--- src/sv/fcca_pkg.sv ---
`timescale 1ns / 1ps

package fcca_pkg;

    typedef enum logic [1:0] {
        CMD_CREATE = 2'd0,
        CMD_RESIZE = 2'd1,
        CMD_DELETE = 2'd2,
        CMD_QUERY  = 2'd3
    } cmd_t;

    typedef enum logic [2:0] {
        ST_OK      = 3'd0,
        ST_FULL    = 3'd1,
        ST_NOFILE  = 3'd2,
        ST_NOSPACE = 3'd3,
        ST_BUSY    = 3'd4,
        ST_BADLEN  = 3'd5
    } status_t;

    typedef enum logic [3:0] {
        S_IDLE,
        S_CLEAR,
        S_LOOKUP,
        S_CR_RD,
        S_CR_EV,
        S_TAIL,
        S_WK_RD,
        S_WK_EV,
        S_EX_RD,
        S_EX_EV,
        S_FR_RD,
        S_FR_EV,
        S_DONE
    } state_t;

    typedef struct packed {
        logic [1:0] cmd;
        logic [3:0] file_slot;
        logic [6:0] length;
    } req_t;

    typedef struct packed {
        logic [2:0] status;
        logic [5:0] first_cluster;
        logic [6:0] free_count;
    } rsp_t;

endpackage

--- src/sv/fat_cluster_chain_allocator.sv ---
`timescale 1ns / 1ps

// fat-style cluster chain allocator. a command item is taken when start is high and busy
// is low; exactly one result item follows, shown for one cycle with done high, and the
// receiver cannot stall it. steps per item: a refused command or a query goes through
// lookup, result and idle; each visited cluster adds a cluster table read, then an
// evaluate/write step. a create scans clusters and then writes the chain tail, a delete
// frees clusters, a resize that keeps or cuts the chain walks and then frees clusters,
// and a resize that grows it walks, scans and then writes the chain tail. the result
// shows in the cycle just before the idle one. after reset and after every write of
// the volume size register all NUM_CLUSTERS entries of the cluster table are cleared,
// one entry per cycle, while busy is high; the register write also empties every slot.
// in idle the register is not taken in a cycle where start is high.
module fat_cluster_chain_allocator
    import fcca_pkg::*;
#(
    parameter int NUM_CLUSTERS = 64,
    parameter int DIR_SLOTS    = 16
) (
    input  logic       clk,
    input  logic       rst_n,
    // command items
    input  logic       start,
    output logic       busy,
    input  req_t       req,
    // result items
    output logic       done,
    output rsp_t       rsp,
    // volume size register
    input  logic       cfg_valid,
    output logic       cfg_ready,
    input  logic [6:0] cfg_data
);

    // widths
    localparam int CW   = $clog2(NUM_CLUSTERS);          // cluster index
    localparam int CNTW = $clog2(NUM_CLUSTERS + 1);      // cluster count
    localparam int LW   = (CNTW > 7) ? CNTW : 7;          // length counter
    localparam int SW   = (DIR_SLOTS > 1) ? $clog2(DIR_SLOTS) : 1;
    localparam int EW   = CW + 2;                         // table entry: used, end, link
    localparam int RESET_VOL = (NUM_CLUSTERS < 64) ? NUM_CLUSTERS : 64;

    // effective volume size: clamp to 1..NUM_CLUSTERS
    function automatic logic [CNTW-1:0] eff_size(input logic [6:0] v);
        logic [31:0] w;
        w = 32'(v);
        if (w == 32'd0) w = 32'd1;
        if (w > 32'(NUM_CLUSTERS)) w = 32'(NUM_CLUSTERS);
        return CNTW'(w);
    endfunction

    function automatic logic [EW-1:0] entry(input logic used, input logic last,
                                            input logic [CW-1:0] link);
        return {used, last, link};
    endfunction

    state_t               state_reg, state_next;
    logic [CNTW-1:0]      vol_reg, vol_next;
    logic [CNTW-1:0]      free_reg, free_next;
    logic [DIR_SLOTS-1:0] slot_valid_reg, slot_valid_next;
    logic [1:0]           cmd_reg, cmd_next;
    logic [SW-1:0]        slot_reg, slot_next;
    logic                 slot_ok_reg, slot_ok_next;
    logic [6:0]           len_reg, len_next;
    logic [CW-1:0]        cur_reg, cur_next;
    logic [CW-1:0]        prev_reg, prev_next;
    logic [CW-1:0]        start_reg, start_next;
    logic [LW-1:0]        cnt_reg, cnt_next;
    status_t              status_reg, status_next;

    // cluster table: used flag, end-of-chain flag, link
    logic [EW-1:0] cl_mem [NUM_CLUSTERS];
    logic [EW-1:0] cl_rdata;
    logic          cl_we;
    logic [CW-1:0] cl_waddr;
    logic [EW-1:0] cl_wdata;

    // directory start clusters
    logic [CW-1:0] slot_mem [DIR_SLOTS];
    logic [CW-1:0] slot_rdata;
    logic          slot_we;

    logic accept, cfg_fire;
    logic r_free, r_end;
    logic [CW-1:0] r_link;
    logic slot_vld, len_zero, cr_noroom, cr_last, wk_fit, ex_noroom, ex_last, clr_last;
    logic [LW-1:0] need;
    logic [CW-1:0] scan_nxt;

    always_ff @(posedge clk)
    begin
        if (cl_we)
        begin
            cl_mem[cl_waddr] <= cl_wdata;
        end
        cl_rdata <= cl_mem[cur_reg];
    end

    always_ff @(posedge clk)
    begin
        if (slot_we)
        begin
            slot_mem[slot_reg] <= cur_reg;
        end
        slot_rdata <= slot_mem[SW'(req.file_slot)];
    end

    // shared decisions
    always_comb
    begin
        accept    = start && (state_reg == S_IDLE);
        cfg_fire  = cfg_valid && cfg_ready;
        r_free    = !cl_rdata[CW+1];
        r_end     = cl_rdata[CW];
        r_link    = cl_rdata[CW-1:0];
        slot_vld  = slot_valid_reg[slot_reg];
        len_zero  = (len_reg == 7'd0);
        cr_noroom = 32'(len_reg) > 32'(free_reg);
        cr_last   = r_free && ((cnt_reg + LW'(1)) == LW'(len_reg));
        wk_fit    = cnt_reg >= LW'(len_reg);
        need      = LW'(len_reg) - cnt_reg;
        ex_noroom = 32'(need) > 32'(free_reg);
        ex_last   = r_free && (cnt_reg == LW'(1));
        clr_last  = (cur_reg == CW'(NUM_CLUSTERS - 1));
        // upward scan wraps after the last volume cluster
        if (32'(cur_reg) + 32'd1 >= 32'(vol_reg))
        begin
            scan_nxt = '0;
        end
        else
        begin
            scan_nxt = cur_reg + CW'(1);
        end
    end

    // next state
    always_comb
    begin
        state_next = state_reg;
        case (state_reg)
            S_IDLE:
            begin
                if (cfg_fire)
                begin
                    state_next = S_CLEAR;
                end
                else if (accept)
                begin
                    state_next = S_LOOKUP;
                end
            end
            S_CLEAR:
            begin
                if (clr_last && !cfg_fire)
                begin
                    state_next = S_IDLE;
                end
            end
            S_LOOKUP:
            begin
                state_next = S_DONE;
                if (slot_ok_reg)
                begin
                    case (cmd_reg)
                        CMD_CREATE:
                        begin
                            if (!(len_zero || slot_vld || cr_noroom))
                            begin
                                state_next = S_CR_RD;
                            end
                        end
                        CMD_RESIZE:
                        begin
                            if (slot_vld && !len_zero)
                            begin
                                state_next = S_WK_RD;
                            end
                        end
                        CMD_DELETE:
                        begin
                            if (slot_vld)
                            begin
                                state_next = S_FR_RD;
                            end
                        end
                        default: state_next = S_DONE;
                    endcase
                end
            end
            S_CR_RD: state_next = S_CR_EV;
            S_CR_EV: state_next = cr_last ? S_TAIL : S_CR_RD;
            S_TAIL:  state_next = S_DONE;
            S_WK_RD: state_next = S_WK_EV;
            S_WK_EV:
            begin
                if (wk_fit)
                begin
                    state_next = r_end ? S_DONE : S_FR_RD;
                end
                else if (r_end)
                begin
                    state_next = ex_noroom ? S_DONE : S_EX_RD;
                end
                else
                begin
                    state_next = S_WK_RD;
                end
            end
            S_EX_RD: state_next = S_EX_EV;
            S_EX_EV: state_next = ex_last ? S_TAIL : S_EX_RD;
            S_FR_RD: state_next = S_FR_EV;
            S_FR_EV: state_next = r_end ? S_DONE : S_FR_RD;
            S_DONE:  state_next = S_IDLE;
            default: state_next = S_IDLE;
        endcase
    end

    // datapath and table writes
    always_comb
    begin
        vol_next        = vol_reg;
        free_next       = free_reg;
        slot_valid_next = slot_valid_reg;
        cmd_next        = cmd_reg;
        slot_next       = slot_reg;
        slot_ok_next    = slot_ok_reg;
        len_next        = len_reg;
        cur_next        = cur_reg;
        prev_next       = prev_reg;
        start_next      = start_reg;
        cnt_next        = cnt_reg;
        status_next     = status_reg;
        cl_we           = 1'b0;
        cl_waddr        = cur_reg;
        cl_wdata        = entry(1'b0, 1'b1, '0);
        slot_we         = 1'b0;

        // a register write reformats the volume
        if (cfg_fire)
        begin
            vol_next        = eff_size(cfg_data);
            free_next       = eff_size(cfg_data);
            slot_valid_next = '0;
            cur_next        = '0;
        end

        case (state_reg)
            S_IDLE:
            begin
                if (accept)
                begin
                    cmd_next     = req.cmd;
                    slot_next    = SW'(req.file_slot);
                    slot_ok_next = 32'(req.file_slot) < 32'(DIR_SLOTS);
                    len_next     = req.length;
                end
            end
            S_CLEAR:
            begin
                cl_we    = 1'b1;
                cl_waddr = cur_reg;
                cl_wdata = entry(1'b0, 1'b1, '0);
                if (!cfg_fire)
                begin
                    cur_next = clr_last ? '0 : cur_reg + CW'(1);
                end
            end
            S_LOOKUP:
            begin
                status_next = ST_OK;
                start_next  = slot_rdata;
                if (!slot_ok_reg)
                begin
                    status_next = ST_NOFILE;
                end
                else
                begin
                    case (cmd_reg)
                        CMD_CREATE:
                        begin
                            if (len_zero)
                            begin
                                status_next = ST_BADLEN;
                            end
                            else if (slot_vld)
                            begin
                                status_next = ST_BUSY;
                            end
                            else if (cr_noroom)
                            begin
                                status_next = ST_FULL;
                            end
                            cur_next = '0;
                            cnt_next = '0;
                        end
                        CMD_RESIZE:
                        begin
                            if (!slot_vld)
                            begin
                                status_next = ST_NOFILE;
                            end
                            else if (len_zero)
                            begin
                                status_next = ST_BADLEN;
                            end
                            cur_next = slot_rdata;
                            cnt_next = LW'(1);
                        end
                        CMD_DELETE:
                        begin
                            if (!slot_vld)
                            begin
                                status_next = ST_NOFILE;
                            end
                            else
                            begin
                                slot_valid_next[slot_reg] = 1'b0;
                            end
                            cur_next = slot_rdata;
                        end
                        default: status_next = ST_OK;
                    endcase
                end
            end
            S_CR_EV:
            begin
                // first-fit: link each free cluster behind the previous one
                if (r_free)
                begin
                    if (cnt_reg == '0)
                    begin
                        slot_we    = 1'b1;
                        start_next = cur_reg;
                    end
                    else
                    begin
                        cl_we    = 1'b1;
                        cl_waddr = prev_reg;
                        cl_wdata = entry(1'b1, 1'b0, cur_reg);
                    end
                    prev_next = cur_reg;
                    cnt_next  = cnt_reg + LW'(1);
                    free_next = free_reg - CNTW'(1);
                end
                if (!cr_last)
                begin
                    cur_next = cur_reg + CW'(1);
                end
            end
            S_TAIL:
            begin
                cl_we    = 1'b1;
                cl_waddr = prev_reg;
                cl_wdata = entry(1'b1, 1'b1, '0);
                slot_valid_next[slot_reg] = 1'b1;
            end
            S_WK_EV:
            begin
                if (wk_fit)
                begin
                    // cut here, then free the tail
                    if (!r_end)
                    begin
                        cl_we    = 1'b1;
                        cl_waddr = cur_reg;
                        cl_wdata = entry(1'b1, 1'b1, '0);
                        cur_next = r_link;
                    end
                end
                else if (r_end)
                begin
                    if (ex_noroom)
                    begin
                        status_next = ST_NOSPACE;
                    end
                    else
                    begin
                        cnt_next  = need;
                        prev_next = cur_reg;
                        cur_next  = scan_nxt;
                    end
                end
                else
                begin
                    cur_next = r_link;
                    cnt_next = cnt_reg + LW'(1);
                end
            end
            S_EX_EV:
            begin
                if (r_free)
                begin
                    cl_we     = 1'b1;
                    cl_waddr  = prev_reg;
                    cl_wdata  = entry(1'b1, 1'b0, cur_reg);
                    prev_next = cur_reg;
                    free_next = free_reg - CNTW'(1);
                    cnt_next  = cnt_reg - LW'(1);
                end
                cur_next = scan_nxt;
            end
            S_FR_EV:
            begin
                cl_we     = 1'b1;
                cl_waddr  = cur_reg;
                cl_wdata  = entry(1'b0, 1'b1, '0);
                free_next = free_reg + CNTW'(1);
                cur_next  = r_link;
            end
            default:
            begin
                cl_we = 1'b0;
            end
        endcase
    end

    // handshake and result; a command item wins over a register write in idle
    always_comb
    begin
        busy      = (state_reg != S_IDLE);
        cfg_ready = ((state_reg == S_IDLE) && !start) || (state_reg == S_CLEAR);
        done      = (state_reg == S_DONE);
        rsp.status = status_reg;
        rsp.first_cluster = (slot_ok_reg && slot_valid_reg[slot_reg]) ? 6'(start_reg) : 6'd0;
        rsp.free_count    = 7'(free_reg);
    end

    always_ff @(posedge clk or negedge rst_n)
    begin
        if (!rst_n)
        begin
            state_reg      <= S_CLEAR;
            vol_reg        <= CNTW'(RESET_VOL);
            free_reg       <= CNTW'(RESET_VOL);
            slot_valid_reg <= '0;
            cur_reg        <= '0;
            slot_ok_reg    <= 1'b0;
        end
        else
        begin
            state_reg      <= state_next;
            vol_reg        <= vol_next;
            free_reg       <= free_next;
            slot_valid_reg <= slot_valid_next;
            cur_reg        <= cur_next;
            slot_ok_reg    <= slot_ok_next;
        end
    end

    always_ff @(posedge clk)
    begin
        cmd_reg    <= cmd_next;
        slot_reg   <= slot_next;
        len_reg    <= len_next;
        prev_reg   <= prev_next;
        start_reg  <= start_next;
        cnt_reg    <= cnt_next;
        status_reg <= status_next;
    end

endmodule

--- config.mk ---
export PLATFORM = sky130hd
export DESIGN_NAME = fat_cluster_chain_allocator
export DESIGN_NICKNAME = d
export VERILOG_FILES = /design/src/sv/fcca_pkg.sv /design/src/sv/fat_cluster_chain_allocator.sv
export SDC_FILE = /design/constraint.sdc
export NUM_CORES = 1
export LEC_CHECK = 0
export BUFFER_PORTS_ARGS = -buffer_cell sky130_fd_sc_hd__buf_2
export CAP_MARGIN = 20
export CORE_ASPECT_RATIO = 1.2
export CORE_MARGIN = 3
export CORE_UTILIZATION = 60
export DETAILED_ROUTE_END_ITERATION = 12
export GPL_TIMING_DRIVEN = 0
export PLACE_DENSITY = 0.73
export SLEW_MARGIN = 20
export SYNTH_ARGS = -nofsm -noshare
export SYNTH_HDL_FRONTEND = slang
export SYNTH_SLANG_ARGS = --single-unit
--- constraint.sdc ---
create_clock -name clk -period 6.9 [get_ports clk]
set_input_delay 0 -clock clk [delete_from_list [all_inputs] [get_ports clk]]
set_output_delay 0 -clock clk [all_outputs]
set_load 0.01 [all_outputs]
# After elaboration in Yosys (flattened, before gate mapping)

Memory sizes are Yosys's and may differ from the RTL's. A register that Yosys moved wholly into a read port is not among the register bits.
Cells that the tools add are included.

Register bits after elaboration: 76
RAM bits: 608
Input bits: 24
Output and inout port bits: 19
Word-level logic and storage cells: 191
Memories: 2

Add/sub/neg operators: 7
Order comparisons: 7
Eq/ne operators: 30
Muxes and demuxes: 94
Bitwise logic cells: 3
Reduce and logical (&&, ||, !) cells: 35

Memory list:

| memory   | depth | width | rd ports | clocked after memory_dff | wr ports | RTL line                          | RTL |
|---|---|---|---|---|---|---|---|
| cl_mem   | 64    | 8     | 1        | 1                        | 1        | fat_cluster_chain_allocator.sv:72 | `logic [EW-1:0] cl_mem [NUM_CLUSTERS];` |
| slot_mem | 16    | 6     | 1        | 1                        | 1        | fat_cluster_chain_allocator.sv:79 | `logic [CW-1:0] slot_mem [DIR_SLOTS];` |

Operators with widths:

| kind                | number |
|---|---|
| $mux 6              | 20 |
| $mux 7              | 10 |
| $mux 16             | 4 |
| $pmux 4 s12         | 1 |
| $mux 8              | 5 |
| $mux 3              | 12 |
| $mux 4              | 9 |
| $pmux 6 s2          | 3 |
| $pmux 6 s6          | 1 |
| $gt 32x7->1 const B | 1 |
| $mux 32             | 1 |
| $pmux 16 s2         | 1 |
| $pmux 8 s4          | 1 |
| $pmux 7 s2          | 2 |
| $pmux 7 s4          | 1 |
| $logic_not 7->1     | 3 |
| $eq 4x4->1 const B  | 5 |
| $ne 2x2->1 const B  | 10 |
| $pmux 6 s3          | 1 |
| $and 16x16->16      | 1 |
| $eq 4x3->1 const B  | 4 |
| $not 16->16         | 1 |
| $or 16x16->16       | 1 |
| $mux 1              | 15 |
| other kinds (39)    | 63 |

# Longest topological paths before layout

Gate-level depths: netlist of the first run.

Depth after elaboration: 10
Mapped depth: 17
Mapped depth without buffers: 17

# Worst setup path before layout of the first run

No wires, ideal clock.

Path type: reg-to-reg
From: register state_reg[3]
To: memory cl_mem[0][1] (netlist bit) (data pin)
Setup time: 681 ps
Arrival: 4094 ps
Data required time: 6219 ps
Setup slack: 2125 ps
Stages on the path, launching flop included: 8
Path buffers: 2
Clock period less this slack: 4775 ps
Path through: dfrtp_1 -> inv_1 -> ha_1 -> clkbuf_1 -> nor3b_1 -> buf_2 -> a21oi_1 -> nor3_1

Word-level cells in the longest chain between the ends: 2
Elaborated cells between the ends (all ways): 5
Those cells by class: eq/ne: 4; mux: 1

Ends and longest elaborated chain:

| element                                  | RTL line                           | RTL |
|---|---|---|
| start, declared                          | fat_cluster_chain_allocator.sv:57  | `state_t state_reg, state_next;` |
| start signal, assigned                   | fat_cluster_chain_allocator.sv:441 | `state_reg <= state_next;` |
| $eq 4x4->1 or $eq 4x3->1 (tied branches) | fat_cluster_chain_allocator.sv:247 | `case (state_reg)` |
| $pmux 8 s4 (*)                           | fat_cluster_chain_allocator.sv:247 |  |
| named net cl_wdata[1]                    | fat_cluster_chain_allocator.sv:76  | `logic [EW-1:0] cl_wdata;` |
| end, declared                            | fat_cluster_chain_allocator.sv:72  |  |

The timed path passes the listed nets; every way through them passes the cells marked *.

# Worst setup path after layout of the first run

From: register cnt_reg[0]
To: register prev_reg[3], enable pin

Word-level cells in the longest chain between the ends: 4
Elaborated cells between the ends (all ways): 6
Those cells by class: add/sub: 1; order compare: 2; eq/ne: 2; reduce/logical: 1

Ends and longest elaborated chain:

| element                        | RTL line                           | RTL |
|---|---|---|
| start, declared                | fat_cluster_chain_allocator.sv:68  | `logic [LW-1:0] cnt_reg, cnt_next;` |
| start signal, assigned         | fat_cluster_chain_allocator.sv:457 | `cnt_reg <= cnt_next;` |
| $sub 7x7->7                    | fat_cluster_chain_allocator.sv:121 | `need = LW'(len_reg) - cnt_reg;` |
| $gt 7x7->1                     | fat_cluster_chain_allocator.sv:122 | `ex_noroom = 32'(need) > 32'(free_reg);` |
| $ne 2x2->1 (no line)           | --                                 |  |
| $reduce_and 5->1 (no line) (*) | --                                 |  |
| end signal, assigned           | fat_cluster_chain_allocator.sv:455 | `prev_reg <= prev_next;` |
| end, declared                  | fat_cluster_chain_allocator.sv:66  | `logic [CW-1:0] prev_reg, prev_next;` |

Every way passes the cells marked *; elsewhere a longest branch is shown, timed or not.
A chain may end at the register's enable or synchronous reset.

==> impl_results.md, run 1 <==
* Startpoint class of the critical path: flop
* Comb pwr share at 28.7%
* Mapped cell area at 29,800 µm²
* First-pass GRT wire length at 108,000 µm
* Synthesized netlist net count at 1,731
* Clock Skew at 0.0171 ns
* Cells after Synth at 1,664
* Root Driver: clkbuf_16
* 1st-pass router iterations at 6
* I/O pin cnt at 43
* CP Class: flop to flop
* Hold Vio Cnt, Final at 0
* CP top delay family: simple AND/OR/NAND/NOR gates
* Antenna diodes at 0
* Post-DRT Antenna Nets at 0
* Core Rows at 88
* Bufs on Longest Clock Path at 3
* Initial DRC count at 1,810
* Nets at 1,893
* Placed cell areas at 31,200 µm²
* Number of global-route vias before repair at 17,100
* Sequential power share at 42.4%
* Most common cell after layout, fill and taps aside: edfxtp_1
* Sw Share at 31.7%
* Worst-path clk slew at 0.07 ns
* Area share of the largest cell type after synthesis at 64.8%
* Die Height at 250 µm
* Max-slew violation count at 0
* Number of synthesized flops with an enable pin at 643
* Cts bufs inserted at 68
* Synth-to-layout area growth at 13.0%
* GP Congestion at 0.896
* Crit share post-route at 74.9%
* Internal Power at 8.42 mW
* CTS H-tree lvls at 3
* Fraction of layout cells with a size suffix above 1 at 24.3%
* Post-cts sizing count at 0
* CTS tree: built
* Clock Latency Late Sink at 0.61 ns
* Top post-synthesis cells by area: edfxtp_1 (65%), mux4_2 (15%), dfrtp_1 (3.2%), ha_1 (1.8%), nor2_1 (1.1%)
* Final Cell Area at 33,600 µm²
* Worst stage delay on the critical path at 0.93 ns
* Wire length per cell at 28.4 µm
* CP Buf/Inv Count at 1
* Worst vdd ir at 0.256 mV
* Mean Syn Cell Area at 17.9 µm²
* Post-synth top area cell: edfxtp_1
* Commonest non-fill, non-tap cells in the layout: edfxtp_1 (643), mux4_2 (202), nor2_1 (90), buf_2 (72), clkbuf_16 (71)
* CP dominant cell by count: a21oi_1
* Post-Layout Cell Count at 2,500
* PwrDens at 367 nW/µm²
* Largest net degree at the start of global routing at 65
* Clock share of power at 28.9%
* Max Cap Viol at 0
* Max transition margin at 19.3%
* Final core occ at 69.3%
* Synth warn at 0
* Crit-path cells: ha_1 -> fa_1 -> inv_1 -> a21o_1 -> a21oi_1 -> o21bai_1 -> a21oi_1 -> xnor2_1 -> ha_1 -> nand4_1 -> a21oi_1 -> o22a_1 -> nor3_1 -> and2_1 -> nor2_1 -> a211oi_2
* Hold/Removal Path Class: input pin to flop
* Core footprint at 48,600 µm²
* Initial Util at 61.3%
* Critical path's slowest cell: nor3_1
* Sequential area share after synthesis at 69.2%
* Die X at 209 µm
* Min Tclk post-route at 5.17 ns
* Status: finished clean
* Max reg flops at 512
* Finish-stage setup viols at 0
* Cell Count Post-Placement at 2,358
* Vias per inst at 6.69
* CP required at 7.14 ns
* Final wirelength at 70,900 µm
* Die area at 52,400 µm²
* Detail Placement HPWL at 48,000 µm
* Gr usage total at 27.6%
* Unrepaired setup endpoints after global routing: no
* IO Port Bufs at 42
* Top FF cell, synth: edfxtp_1
* Total power draw at 12.3 mW
* DRC errors left at 0
* Measured slew at the worst slew-check pin at 1.20 ns
* Sw Pwr at 3.91 mW
* Setup TNS at 0 ns
* FFs w/ async S/R, synth at 5.87%
* # clock sinks at 698
* Number of synthesized register bits at 698
* Initial antenna violation count at 0
* Crit-path max FO at 10
* Critical path capture point type: flop
* Overflow after GRT at 0
* Peak Freq at 193 MHz
* Yosys cell types at 81
* Pleak at 11.0 nW
* Via Count at 16,700
* CP arrival at 5.41 ns
-- stage by stage --
step / hold slack (ns) / setup WS (ns)
floorplan: -0.296 / 2.13
global placement: 0.178 / -2.09
detailed placement: 0.178 / 1.60
CTS: 0.0747 / 1.54
global route: 0.107 / 1.60
finish: 0.104 / 1.73
-- worst paths after layout --
path | endpoint | slack (ns) | startpoint | depth (start not counted)
max | prev_reg[3] | 1.73 | cnt_reg[0] | 16
min | len_reg[4] | 0.10 | req[4] | 2
max reg2reg | prev_reg[3] | 1.73 | cnt_reg[0] | 16
min reg2reg | cur_reg[1] | 0.53 | slot_rdata[1] | 2
max in group asynchronous | free_reg[2] | 6.18 | rst_n | 2
min in group asynchronous | slot_valid_reg[9] | 0.11 | rst_n | 2
-- cell usage after synthesis (11+ instances only) --
library cell    n
ha_1           42
dfrtp_1        38
clkbuf_1       46
inv_1          40
xnor2_1        14
a22oi_1        25
buf_2          22
a21oi_1        53
edfxtp_1      643
nand2_1        68
nor3_1         56
nor2_1         90
nor2b_1        11
o21ai_0        22
and3_1         17
dfxtp_1        14
a22o_1         11
nor4_1         12
o22ai_1        14
buf_1          18
and2_1         14
nand3_1        22
mux4_2        202
-- worst reg2reg max path, stage by stage, from the launching register on --
cell and delay, ns:
edfxtp_1 0.57, ha_1 0.31, fa_1 0.41, inv_1 0.07
a21o_1 0.11, a21oi_1 0.09, o21bai_1 0.14, a21oi_1 0.09
xnor2_1 0.34, ha_1 0.32, nand4_1 0.14, a21oi_1 0.06
o22a_1 0.24, nor3_1 0.93, and2_1 0.28, nor2_1 0.06
a211oi_2 0.64
-- repair_timing --
action                                 in CTS  in global routing
endpoints found under the hold margin      76                  0
hold buffers                               28                  0
setup buffers                               0                  0
-- layout make-up --
class	count	area [µm²]
buffer	96	434
tap	630	788
clock inverter	25	225
inverter	41	154
sequential	698	20600
timing repair buffer	92	761
clock buffer	89	1860
multi-input combinational	829	8800
fill	3062	14900
-- power by group through the flow --
stage / combinational [mW] / clock (mW) / sequential, mW
after CTS: 3.50 / 3.61 / 5.22
final: 3.55 / 3.56 / 5.23
after global placement: 3.30 / 0 / 5.31
after global routing: 3.77 / 3.77 / 5.25
after detailed placement: 3.44 / 0 / 5.31
after floorplan: 2.33 / 0 / 5.22
-- routing by layer --
layer / up-vias / track usage [%] / routed length (µm)
met4: 0 / 11.6 / 2980
met2: 817 / 46.8 / 36500
li1: 7124 / - / -
met3: 168 / 4.01 / 4840
met1: 8609 / 36.2 / 26600
met5: - / 0 / 0
-- cells by family after synthesis --
logic type                 synth area share [%]
and+or+nand+nor                            5.87
AOI/OAI and AO/OA                          5.15
buffers and inverters                      1.97
adders and majority gates                  1.83
DFF                                        69.2
xor gates and xnor gates                  0.529
muxes                                      15.4
Note: power is estimated with default switching activity, not from simulation.
==> run 2: changes to the inputs <==
--- a/config.mk
+++ b/config.mk
@@ -9,7 +9,7 @@
 export CAP_MARGIN = 20
 export CORE_ASPECT_RATIO = 1.2
 export CORE_MARGIN = 3
-export CORE_UTILIZATION = 60
+export CORE_UTILIZATION = 57
 export DETAILED_ROUTE_END_ITERATION = 12
 export GPL_TIMING_DRIVEN = 0
 export PLACE_DENSITY = 0.73
==> constraint.sdc (replaced) <==
create_clock -name clk -period 4.2 [get_ports clk]
set_input_delay 0 -clock clk [delete_from_list [all_inputs] [get_ports clk]]
set_output_delay 0 -clock clk [all_outputs]
set_load 0.01 [all_outputs]
==> run 2 against run 1 <==
Compared with the run above:
- die area grew 5.1%
- critical path depth shrank 8
- setup slack lost 1.7 ns
- non-clock buffer count grew 2
- combinational power increased by 68%
- global-route usage shrank 1.5 points
- clock power up 61%
- fmax grew 23%
- clock skew increased by 0.0072 ns
- critical endpoint is now slot_mem[10][3]
- largest cell class unchanged
- largest power group unchanged
==> impl_results.md, run 2 (synthesized netlist as in run 1, its figures left out) <==
* Detail Placement HPWL at 46,900 µm
* I/O pin cnt at 43
* Initial DRC count at 1,836
* Worst vdd ir at 0.488 mV
* Hold Vio Cnt, Final at 0
* Clock share of power at 28.3%
* Min Tclk post-route at 4.19 ns
* First-pass GRT wire length at 107,000 µm
* Synth-to-layout area growth at 14.6%
* Comb pwr share at 29.4%
* Commonest non-fill, non-tap cells in the layout: edfxtp_1 (643), mux4_2 (202), clkbuf_16 (68), nor2_1 (66), nand2_1 (66)
* Internal Power at 13.8 mW
* # clock sinks at 698
* Measured slew at the worst slew-check pin at 1.15 ns
* Worst-path clk slew at 0.07 ns
* Fraction of layout cells with a size suffix above 1 at 26.7%
* Max Cap Viol at 0
* # fillers at 3,397
* DRC errors left at 0
* Most common cell after layout, fill and taps aside: edfxtp_1
* Sw Pwr at 6.55 mW
* 1st-pass router iterations at 5
* Sequential power share at 42.3%
* Post-DRT Antenna Nets at 0
* Max reg flops at 512
* Clock Skew at 0.0243 ns
* Gr usage total at 26.1%
* Peak Freq at 239 MHz
* Crit-path max FO at 10
* Clock Latency Late Sink at 0.61 ns
* Storage cell area at 20,600 µm²
* Initial Util at 57.7%
* Pleak at 11.2 nW
* Overflow after GRT at 0
* Fin worst setup slack at 0.00930 ns
* Wire length per cell at 27.5 µm
* Die Height at 256 µm
* Hold/Removal Path Class: input pin to asynchronous set/reset pin
* Max transition margin at 23.6%
* Post-Layout Cell Count at 2,576
* Core Rows at 91
* Total power draw at 20.3 mW
* Area of the multi-input gates at 9140 µm²
* Cts bufs inserted at 66
* Initial antenna violation count at 3
* Core footprint at 51,600 µm²
* Number of global-route vias before repair at 16,800
* Largest net degree at the start of global routing at 65
* Setup TNS at 0 ns
* CP Class: flop to flop
* Die X at 215 µm
* PwrDens at 595 nW/µm²
* IO Port Bufs at 42
* Nets at 1,893
* Critical path capture point type: flop
* Setup WS pre-CTS at -1.17 ns
* Crit share post-route at 99.8%
* CP required at 4.42 ns
* CP arrival at 4.41 ns
* CTS H-tree lvls at 3
* GP Congestion at 0.922
* Root Driver: clkbuf_16
* Unrepaired setup endpoints after global routing: yes
* Status: finished clean
* Cell Count Post-Placement at 2,420
* Bufs on Longest Clock Path at 3
* Via Count at 16,700
* Die area at 55,000 µm²
* Vias per inst at 6.50
* Max-slew violation count at 0
* CTS tree: built
* Finish-stage setup viols at 0
* Sw Share at 32.2%
* Final core occ at 66.2%
* Startpoint class of the critical path: flop
* Final wirelength at 70,900 µm
## run 2: stage by stage
stage | hold slack, ns | cell area, µm²
final | 0.0991 | 34100
after global routing | 0.104 | 34100
after CTS | 0.0961 | 33800
after detailed placement | 0.179 | 31300
after global placement | 0.180 | 30900
after floorplan | -0.296 | 29800
## run 2: worst paths after layout
path | from | to | slack (ns) | cells past startpoint
worst max register to register | state_reg[3] | slot_mem[10][3] | 0.009 | 8
worst min register to register | vol_reg[0] | vol_reg[0] | 0.53 | 1
worst max-delay path | state_reg[3] | slot_mem[10][3] | 0.009 | 8
worst min-delay path | rst_n | slot_valid_reg[8] | 0.1 | 2
min in group clk | req[0] | len_reg[0] | 0.11 | 2
max in group asynchronous | rst_n | cur_reg[0] | 3.42 | 2
## run 2: timing repair
item	in CTS	in global routing
gates cloned	0	0
setup buffers	4	6
setup endpoints to repair	333	477
pin swaps	6	8
hold buffers	28	0
gates resized for setup	40	49
hold endpoints to repair	76	0
## run 2: layer usage
layer  track usage, %  up-vias  wire length (µm)
met4             10.7        2              3010
met1             34.8     8579             26600
met3             4.41      172              5270
li1                 -     7150                 -
met5                0        -                13
met2             43.2      840             36000
## run 2: cell type report
cell class	instances	area share [%]
diodes	2	0.0147
plain buffers	93	1.27
clock buffers	86	5.21
clock inverters	33	0.821
inverters	41	0.451
multi-input cells	829	26.8
flip-flops and latches	698	60.4
well taps	697	2.56
repair buffers	97	2.45
## run 2: power groups by stage
stage                     Combinational, mW  Sequential, mW  Clock [mW]
after floorplan                        3.82            8.57           0
after global placement                 5.38            8.72           0
after detailed placement               5.62            8.72           0
after CTS                              5.78            8.57        5.81
after global routing                   6.36            8.63        6.06
final                                  5.98            8.59        5.74
## run 2: critical path: stages, from the launching register on
cell,delay (ns)
dfrtp_1,0.44
inv_1,0.10
ha_1,0.21
clkbuf_1,0.36
nor3b_1,0.66
buf_2,0.35
nand4_1,0.45
clkbuf_1,0.36
nor3_1,0.86
==> run 3: changes to the inputs <==
--- a/config.mk
+++ b/config.mk
@@ -7,7 +7,6 @@
 export LEC_CHECK = 0
 export BUFFER_PORTS_ARGS = -buffer_cell sky130_fd_sc_hd__buf_2
 export CAP_MARGIN = 20
-export CORE_ASPECT_RATIO = 1.2
 export CORE_MARGIN = 3
 export CORE_UTILIZATION = 57
 export DETAILED_ROUTE_END_ITERATION = 12
==> run 3 against run 2 <==
Compared with the run above:
- the run now ends with negative setup slack left
- combinational power up 3%
- clock power up 8.9%
- global-route usage up 1.2 points
- largest power group unchanged
- cell count hardly changed
==> impl_results.md, run 3 (synthesized netlist as in run 1, its figures left out) <==
* Synth-to-layout area growth at 15.8%
* Pleak at 11.5 nW
* Max reg flops at 512
* Peak Freq at 238 MHz
* Hold Vio Cnt, Final at 0
* Fin worst setup slack at -0.00144 ns
* First-pass GRT wire length at 110,000 µm
* Startpoint class of the critical path: flop
* Worst stage delay on the critical path at 0.89 ns
* Initial DRC count at 1,963
* Nets at 1,904
* CTS tree: built
* Cts bufs inserted at 71
* Unrepaired setup endpoints after global routing: yes
* Max Cap Viol at 0
* Min Tclk post-route at 4.20 ns
* Final Cell Area at 34,500 µm²
* Crit-path cells: inv_1 -> ha_1 -> clkbuf_1 -> nor3b_1 -> buf_2 -> nand4_1 -> clkbuf_1 -> nor3_1
* Hold/Removal Path Class: input pin to asynchronous set/reset pin
* CP required at 4.42 ns
* Internal Power at 14.2 mW
* Sw Pwr at 6.78 mW
* Max transition margin at 27.0%
* Crit share post-route at 100%
* R2R Setup Slk at -0.001 ns
* Detail Placement HPWL at 46,600 µm
* CP arrival at 4.42 ns
* Max-slew violation count at 0
* Critical path's slowest cell: nor3_1
* Initial antenna violation count at 0
* Placed cell areas at 31,300 µm²
* Critical path capture point type: flop
* Cell Count Post-Placement at 2,400
* Via Count at 17,300
* Core footprint at 51,500 µm²
* Finish-stage setup viols at 2
* Die area at 55,000 µm²
* Worst vdd ir at 0.379 mV
* Status: finished, violations left
* Comb pwr share at 29.3%
* WHS at 0.103 ns
* Largest net degree at the start of global routing at 65
* Post-Layout Cell Count at 2,574
* Wire length per cell at 28.4 µm
* Measured slew at the worst slew-check pin at 1.09 ns
* Clock Latency Late Sink at 0.62 ns
* Clock Skew at 0.0257 ns
* # clock sinks at 698
* Most common cell after layout, fill and taps aside: edfxtp_1
* CP dominant cell by count: clkbuf_1
* Failing checks: negative setup slack
* Sequential power share at 40.9%
* PwrDens at 609 nW/µm²
* Commonest non-fill, non-tap cells in the layout: edfxtp_1 (643), mux4_2 (202), clkbuf_16 (77), nand2_1 (66), buf_2 (65)
* Fraction of layout cells with a size suffix above 1 at 27.8%
* 1st-pass router iterations at 6
* Die Height at 235 µm
* Final core occ at 67.0%
* Core Rows at 83
* GP Congestion at 0.930
* Number of global-route vias before repair at 17,200
* CP top delay family: simple AND/OR/NAND/NOR gates
* Clock share of power at 29.8%
* Final wirelength at 73,000 µm
* Root Driver: clkbuf_16
* Post-DRT Antenna Nets at 0
* Antenna diodes at 0
* DRC errors left at 0
* Initial Util at 57.8%
* Crit-path max FO at 10
* Worst-path clk slew at 0.06 ns
* CP Class: flop to flop
* Vias per inst at 6.71
* Bufs on Longest Clock Path at 3
* I/O pin cnt at 43
* CP Buf/Inv Count at 4
* Total power draw at 21.0 mW
* Gr usage total at 27.3%
* CTS H-tree lvls at 3
* IO Port Bufs at 42
* Die X at 235 µm
* Overflow after GRT at 0
* Sw Share at 32.3%
[run 3: worst paths after layout]
kind	startpoint	to	depth (start not counted)
worst min register to register	slot_rdata[3]	cur_reg[3]	2
worst max-delay path	state_reg[3]	slot_mem[14][2]	8
worst min-delay path	rst_n	slot_valid_reg[15]	2
max in group asynchronous	rst_n	cur_reg[2]	2
worst max register to register	state_reg[3]	slot_mem[14][2]	8
min in group clk	req[11]	cmd_reg[0]	2
[run 3: power groups by stage]
| stage | registers (mW) | clock network [mW] | logic (mW) |
|---|---|---|---|
| final | 8.59 | 6.25 | 6.15 |
| after global routing | 8.62 | 6.57 | 6.52 |
| after CTS | 8.58 | 6.30 | 5.90 |
| after detailed placement | 8.71 | 0 | 5.63 |
| after global placement | 8.72 | 0 | 5.38 |
| after floorplan | 8.57 | 0 | 3.82 |
[run 3: layer usage]
layer  share of wire, %  track usage [%]
met2                 50             44.5
met3                8.5             4.84
met1                 38             37.4
met4                3.9             10.5
met5                  0                0
[run 3: through the flow]
| stage | setup slack (ns) | TNS [ns] |
|---|---|---|
| floorplan | 0.165 | 0 |
| global placement | -2.20 | -437.02 |
| detailed placement | -0.910 | -126.36 |
| CTS | -0.00527 | -0.0320 |
| global route | -0.198 | -5.61 |
| finish | -0.00144 | -0.00285 |
[run 3: cell type report]
cell class                 instances  area [µm²]
clock buffer                      93        2010
inverter                          41         154
clock inverter                    37         300
sequential                       698       20600
tap                              680         851
buffer                            95         443
timing repair buffer             101         938
fill                            3350       17000
multi-input combinational        829        9170
[run 3: timing repair]
action,CTS,global route
cloned,0,0
resized for setup,59,31
hold endpoints to repair,76,0
buffers inserted,8,8
pin swaps,6,4
setup endpoints to repair,348,455
hold buffers,28,0
